$ cat src/hw/rtl/k_weighted_block_energy_defines.svh
// Assertion macros shared by the block energy RTL.
`ifndef K_WEIGHTED_BLOCK_ENERGY_DEFINES_SVH
`define K_WEIGHTED_BLOCK_ENERGY_DEFINES_SVH

// Check a condition at every clock edge outside reset.
`define KWBE_CHECK(label, cond) \
    label: assert property (@(posedge i_clk) disable iff (!i_rst_n) (cond)) \
        else $error("kwbe check failed");

// Check that a condition implies another in the same cycle.
`define KWBE_CHECK_IMP(label, ante, cons) \
    label: assert property (@(posedge i_clk) disable iff (!i_rst_n) (ante) |-> (cons)) \
        else $error("kwbe implication failed");

// Check that a condition implies another in the next cycle.
`define KWBE_CHECK_NEXT(label, ante, cons) \
    label: assert property (@(posedge i_clk) disable iff (!i_rst_n) (ante) |=> (cons)) \
        else $error("kwbe sequence failed");

`endif

$ cat src/hw/rtl/kwbe_pkg.sv
// Shared constants, types and arithmetic helpers of the block energy meter.
package kwbe_pkg;

    localparam int MAX_CHANNELS = 8;
    localparam int MAX_STEPS    = 8;
    localparam int SAMPLE_BITS  = 24;
    localparam int CH_W         = 3;
    localparam int STEP_W       = 3;
    localparam int ZADDR_W      = 5;
    localparam int ZDEPTH       = 32;

    localparam logic [1:0] REG_CHANNEL_COUNT    = 2'd0;
    localparam logic [1:0] REG_STEP_FRAMES      = 2'd1;
    localparam logic [1:0] REG_STEPS_PER_WINDOW = 2'd2;

    typedef struct packed {
        logic        done;
        logic [63:0] quotient;
    } t_div_rsp;

    // Q.28 coefficients; stage 0 is the shelf, stage 1 the high-pass.
    // Index: b0, b1, b2, a1, a2.
    function automatic logic signed [31:0] coef(input logic stg, input logic [2:0] k);
        logic signed [31:0] c;
        c = 32'sd0;
        if (!stg) begin
            case (k)
                3'd0: c = 32'sd412081942;
                3'd1: c = -32'sd722546694;
                3'd2: c = 32'sd321691121;
                3'd3: c = -32'sd453832898;
                3'd4: c = 32'sd196623811;
                default: c = 32'sd0;
            endcase
        end else begin
            case (k)
                3'd0: c = 32'sd268435456;
                3'd1: c = -32'sd536870912;
                3'd2: c = 32'sd268435456;
                3'd3: c = -32'sd534199296;
                3'd4: c = 32'sd265770496;
                default: c = 32'sd0;
            endcase
        end
        return c;
    endfunction

    // Round a product to Q.28: add half, floor.
    function automatic logic signed [35:0] rq28(input logic signed [63:0] p);
        logic signed [63:0] t;
        t = p + 64'sd134217728;
        return t[63:28];
    endfunction

    function automatic logic signed [32:0] sat33(input logic signed [41:0] v);
        if (v > 42'sd4294967295) return 33'sh0_FFFF_FFFF;
        if (v < -42'sd4294967296) return 33'sh1_0000_0000;
        return v[32:0];
    endfunction

    function automatic logic signed [39:0] sat40(input logic signed [41:0] v);
        if (v > 42'sd549755813887) return 40'sh7F_FFFF_FFFF;
        if (v < -42'sd549755813888) return 40'sh80_0000_0000;
        return v[39:0];
    endfunction

    function automatic logic signed [23:0] sat24(input logic signed [27:0] v);
        if (v > 28'sd8388607) return 24'sh7F_FFFF;
        if (v < -28'sd8388608) return 24'sh80_0000;
        return v[23:0];
    endfunction

    function automatic logic [63:0] add_sat(input logic [63:0] a, input logic [63:0] b);
        logic [64:0] s;
        s = {1'b0, a} + {1'b0, b};
        return s[64] ? 64'hFFFF_FFFF_FFFF_FFFF : s[63:0];
    endfunction

endpackage

$ cat src/hw/rtl/kwbe_div.sv
// Radix-2 restoring divider, one quotient bit per cycle.
module kwbe_div (
    input  logic               i_clk,
    input  logic               i_rst_n,
    input  logic               i_start,
    input  logic [63:0]        i_dividend,
    input  logic [18:0]        i_divisor,
    output kwbe_pkg::t_div_rsp o_rsp
);
    logic        r_busy;
    logic        r_done;
    logic [5:0]  r_cnt;
    logic [63:0] r_quo;
    logic [18:0] r_rem;
    logic [18:0] r_div;
    logic [19:0] trial;
    logic [19:0] diff;
    logic        ge;

    always_comb begin
        trial = {r_rem, r_quo[63]};
        ge    = trial >= {1'b0, r_div};
        diff  = trial - {1'b0, r_div};
    end

    always_ff @(posedge i_clk) begin
        if (!i_rst_n) begin
            r_busy <= 1'b0;
            r_done <= 1'b0;
            r_cnt  <= 6'd0;
        end else begin
            r_done <= 1'b0;
            if (i_start) begin
                r_busy <= 1'b1;
                r_cnt  <= 6'd0;
            end else if (r_busy) begin
                r_cnt <= r_cnt + 6'd1;
                if (r_cnt == 6'd63) begin
                    r_busy <= 1'b0;
                    r_done <= 1'b1;
                end
            end
        end
    end

    always_ff @(posedge i_clk) begin
        if (i_start) begin
            r_quo <= i_dividend;
            r_rem <= 19'd0;
            r_div <= i_divisor;
        end else if (r_busy) begin
            // shift in the next dividend bit, subtract when it fits
            r_rem <= ge ? diff[18:0] : trial[18:0];
            r_quo <= {r_quo[62:0], ge};
        end
    end

    assign o_rsp.done     = r_done;
    assign o_rsp.quotient = r_quo;

endmodule

$ cat config.mk
export PLATFORM = sky130hd
export DESIGN_NAME = kwbe_div
export DESIGN_NICKNAME = d
export VERILOG_FILES = /design/src/hw/rtl/k_weighted_block_energy_defines.svh /design/src/hw/rtl/kwbe_pkg.sv /design/src/hw/rtl/kwbe_div.sv
export SDC_FILE = /design/constraint.sdc
export NUM_CORES = 1
export LEC_CHECK = 0
export ABC_AREA = 1
export BUFFER_PORTS_ARGS = -buffer_cell sky130_fd_sc_hd__buf_2
export CAP_MARGIN = 10
export CORE_MARGIN = 2
export CORE_UTILIZATION = 58
export CTS_CLUSTER_SIZE = 28
export DETAILED_ROUTE_END_ITERATION = 16
export GPL_TIMING_DRIVEN = 0
export PLACE_DENSITY = 0.95
export SETUP_SLACK_MARGIN = 0.5
export SYNTH_ARGS = -nofsm -noshare
export SYNTH_HDL_FRONTEND = slang
export SYNTH_SLANG_ARGS = --single-unit
$ cat constraint.sdc
create_clock -name i_clk -period 8.1 [get_ports i_clk]
set_clock_uncertainty 0.1 [all_clocks]
set_input_delay 0.405 -clock i_clk [delete_from_list [all_inputs] [get_ports i_clk]]
set_output_delay 0.405 -clock i_clk [all_outputs]
set_load 0.005 [all_outputs]
==> reports/qor.txt <==
Initial Util: 58.9%
Post-synth EDFFs: 83
Hold depth: 1
Hold WS: 0.0907 ns
Total GRT Usage: 25.9%
First-pass GRT wire length: 23.0 mm
RD Place Congestion: 0.921
Sequential area share after synthesis: 50.8%
Via count: 5247
CP max stage delay: 0.43 ns
Rows: 37
Die area: 11100 sq um
RSZ-0062 raised after global routing: no
DP Worst Slack: 5.70 ns
WP data required: 8.28 ns
Max clock buf depth: 2
Mapped Area: 5970 sq um
Avg Cell Area, Syn: 8.02 sq um
Synthesis-stage register bit count: 110
Yosys Warn Count: 0
Number of diodes: 0
TritonCTS clock tree: done
Worst r2r path cells: 14
PwrDens: 165 nW/um^2
Post-Synthesis Cells: 744
Crit path DAT: 2.65 ns
Total core area: 10100 sq um
Slew @ Worst Pin: 0.685 ns
Slew HR: 54.2%
CTS root buffer: clkbuf_8
Clk_lat worst skew: 0.38 ns
Number of port buffers: 150
1st-iter DRT viols: 304
Netlist cell types: 34
CTS buffer count: 9
Grt ovf: 0
Slowest cell on the critical path: fa_1
Setup Crit Path Kind: reg -> reg
Slew Limit Fails: 0
Largest fanout on the critical path: 10
CTS H-tree depth: 3
Drt wl/cell: 13.5 microns
Net count reported at finish: 1013
Chip Width: 105 microns
Post-synth ARST share: 0%
Fin Setup TNS: 0 ns
Outcome: finished, final reports clean
Pre-Repair DR Iteration Count: 6
Area of the multi-input gates: 2410 sq um
Vias in the first global route: 5140
Setup violators final: 0
Achievable Freq: 0.404 GHz
Setup crit end kind: flop
Initial antenna violation count: 1
Largest net degree at the start of global routing: 66
Period utilization: 30.6%
FF/Latch Area: 3030 sq um
Final hold vios: 0
Post-Layout Cell Count: 1047
Die height: 105 microns
CTS sink cnt: 110
Via/cell ratio: 5.01
Layout overhead on the synthesized area: 19.1%
Remaining antenna violation count after routing: 0
Post-synth top flop: edfxtp_1
Share of cells above drive strength 1: 22.3%
Max Cap Violations: 0
Setup ws final: 5.62 ns
I/O Pins: 151
Dpl hpwl: 10.7 mm
DRT Wirelength: 14.2 mm
DRC Markers: 0
Cts-stage hold buffer count: 0
Clock transition at path regs: 0.12 ns
Fillers: 795
Worst vdd ir: 0.125 mV
DP Cell Count: 1031
Cell breakdown of the critical path: inv_1 > ha_1 > fa_1 > inv_1 > nand3_1 > nand2_2 > nand3_1 > nand3_2 > nand2_2 > nand2_8 > buf_12 > nand3_2 > nand2_1 > nand2_1
Post-Syn Nets: 851
CTS-repair resized insts: 0
Hold Crit Class: in -> reg
Fin crit period: 2.48 ns
Lkg Pwr: 3.72 nW
Startpoint Class: flop
Setup bufs post-CTS: 0
==> per-layer routing <==
layer	vias up	global-route usage, %	share of wire (%)
li1	2661	-	-
met1	2364	28.8	39
met2	197	47.3	52
met3	23	6.18	7.5
met4	2	10.2	2.2
met5	-	0	0.078
==> Yosys cell counts, types with 2 or more instances <==
library cell,instances,area (sq um)
nand2_1,336,1260
inv_1,98,368
edfxtp_1,83,2490
nand3_1,42,210
dfxtp_1,27,541
nor2_1,24,90.1
ha_1,20,250
a21oi_1,15,75.1
clkbuf_1,14,52.6
nand3_2,12,120
o21ai_1,10,50.1
nand3b_1,7,52.6
nor3_1,7,35.0
nand2_2,6,37.5
xnor2_1,5,43.8
inv_2,4,15.0
nand4_1,4,25.0
o21ai_0,4,20.0
buf_2,3,15.0
buf_4,3,22.5
clkinv_1,3,11.3
xor2_1,3,26.3
buf_1,2,7.51
nor2_4,2,22.5
==> area by class of cell <==
type / count / share of cell area [%]
Buffer: 24 / 1.87
Multi-Input combinational cell: 505 / 33.9
Clock buffer: 10 / 1.80
Clock inverter: 6 / 0.880
Tap cell: 136 / 2.39
Inverter: 105 / 5.54
Timing Repair Buffer: 151 / 10.9
Sequential cell: 110 / 42.7
==> power by group <==
part	switching, W	internal, W	leakage, nW
logic	0.000102	0.0000705	2.56
clock network	0.000203	0.000120	0.0961
registers	0.0000218	0.000658	1.06
==> cell families (layout without fill, tap and decap cells) <==
| logic type | after synthesis | in the layout | share of synthesized area, % |
|---|---|---|---|
| DFF | 110 | 110 | 50.8 |
| and+or+nand+nor | 446 | 446 | 32.2 |
| xor gates and xnor gates | 8 | 8 | 1.17 |
| AOI/OAI and AO/OA | 30 | 30 | 2.54 |
| buffers and inverters | 129 | 296 | 8.76 |
| adders and majority gates | 21 | 21 | 4.53 |
==> worst max-delay path: cells and delay by family, from the launching register on <==
family	cells	cell delay [ns]
adder cells (fa/ha/maj)	2	0.67
buffers and inverters	3	0.33
flip-flops	1	0.38
AND/OR/NAND/NOR	9	0.93
==> final timing paths <==
kind | from | end | slack, ns
worst max register to register | r_quo[63] | r_rem[17] | 5.62
worst min-delay path | i_divisor[16] | r_div[16] | 0.09
worst max-delay path | r_quo[63] | r_rem[17] | 5.62
worst min register to register | r_rem[18] | r_rem[18] | 0.37
==> placed cells by master, fill, tap and decap left out, types with 2 or more instances in the layout <==
cell,n
nor3_1,7
edfxtp_1,83
clkbuf_1,14
a21oi_1,15
nand2_1,336
nor2_4,2
clkbuf_8,9
buf_1,2
nand2_2,6
inv_6,2
o21ai_0,4
nand4_1,4
ha_1,20
xor2_1,3
nand3b_1,7
inv_1,98
clkinv_1,3
nand3_2,12
inv_2,4
nand3_1,42
clkinv_4,2
buf_2,153
dfxtp_1,27
o21ai_1,10
nor2_1,24
xnor2_1,5
buf_4,3
==> per-stage QoR <==
| stage | util [%] | area (sq um) | total power [W] |
|---|---|---|---|
| detailed placement | 68.2 | 6920 | 0.000864 |
| CTS | 70.1 | 7110 | 0.00118 |
| global placement | 67.9 | 6890 | 0.000857 |
| global route | 70.1 | 7110 | 0.00123 |
| floorplan | - | 5970 | 0.000780 |
| finish | 70.1 | 7110 | 0.00118 |
==> sequential cells by signal, indices dropped and copies added, names as in the netlist <==
name / cells
r_busy: 1
r_cnt: 6
r_div: 19
r_done: 1
r_quo: 64
r_rem: 19
No activity file was read; power rests on OpenSTA's default activity.
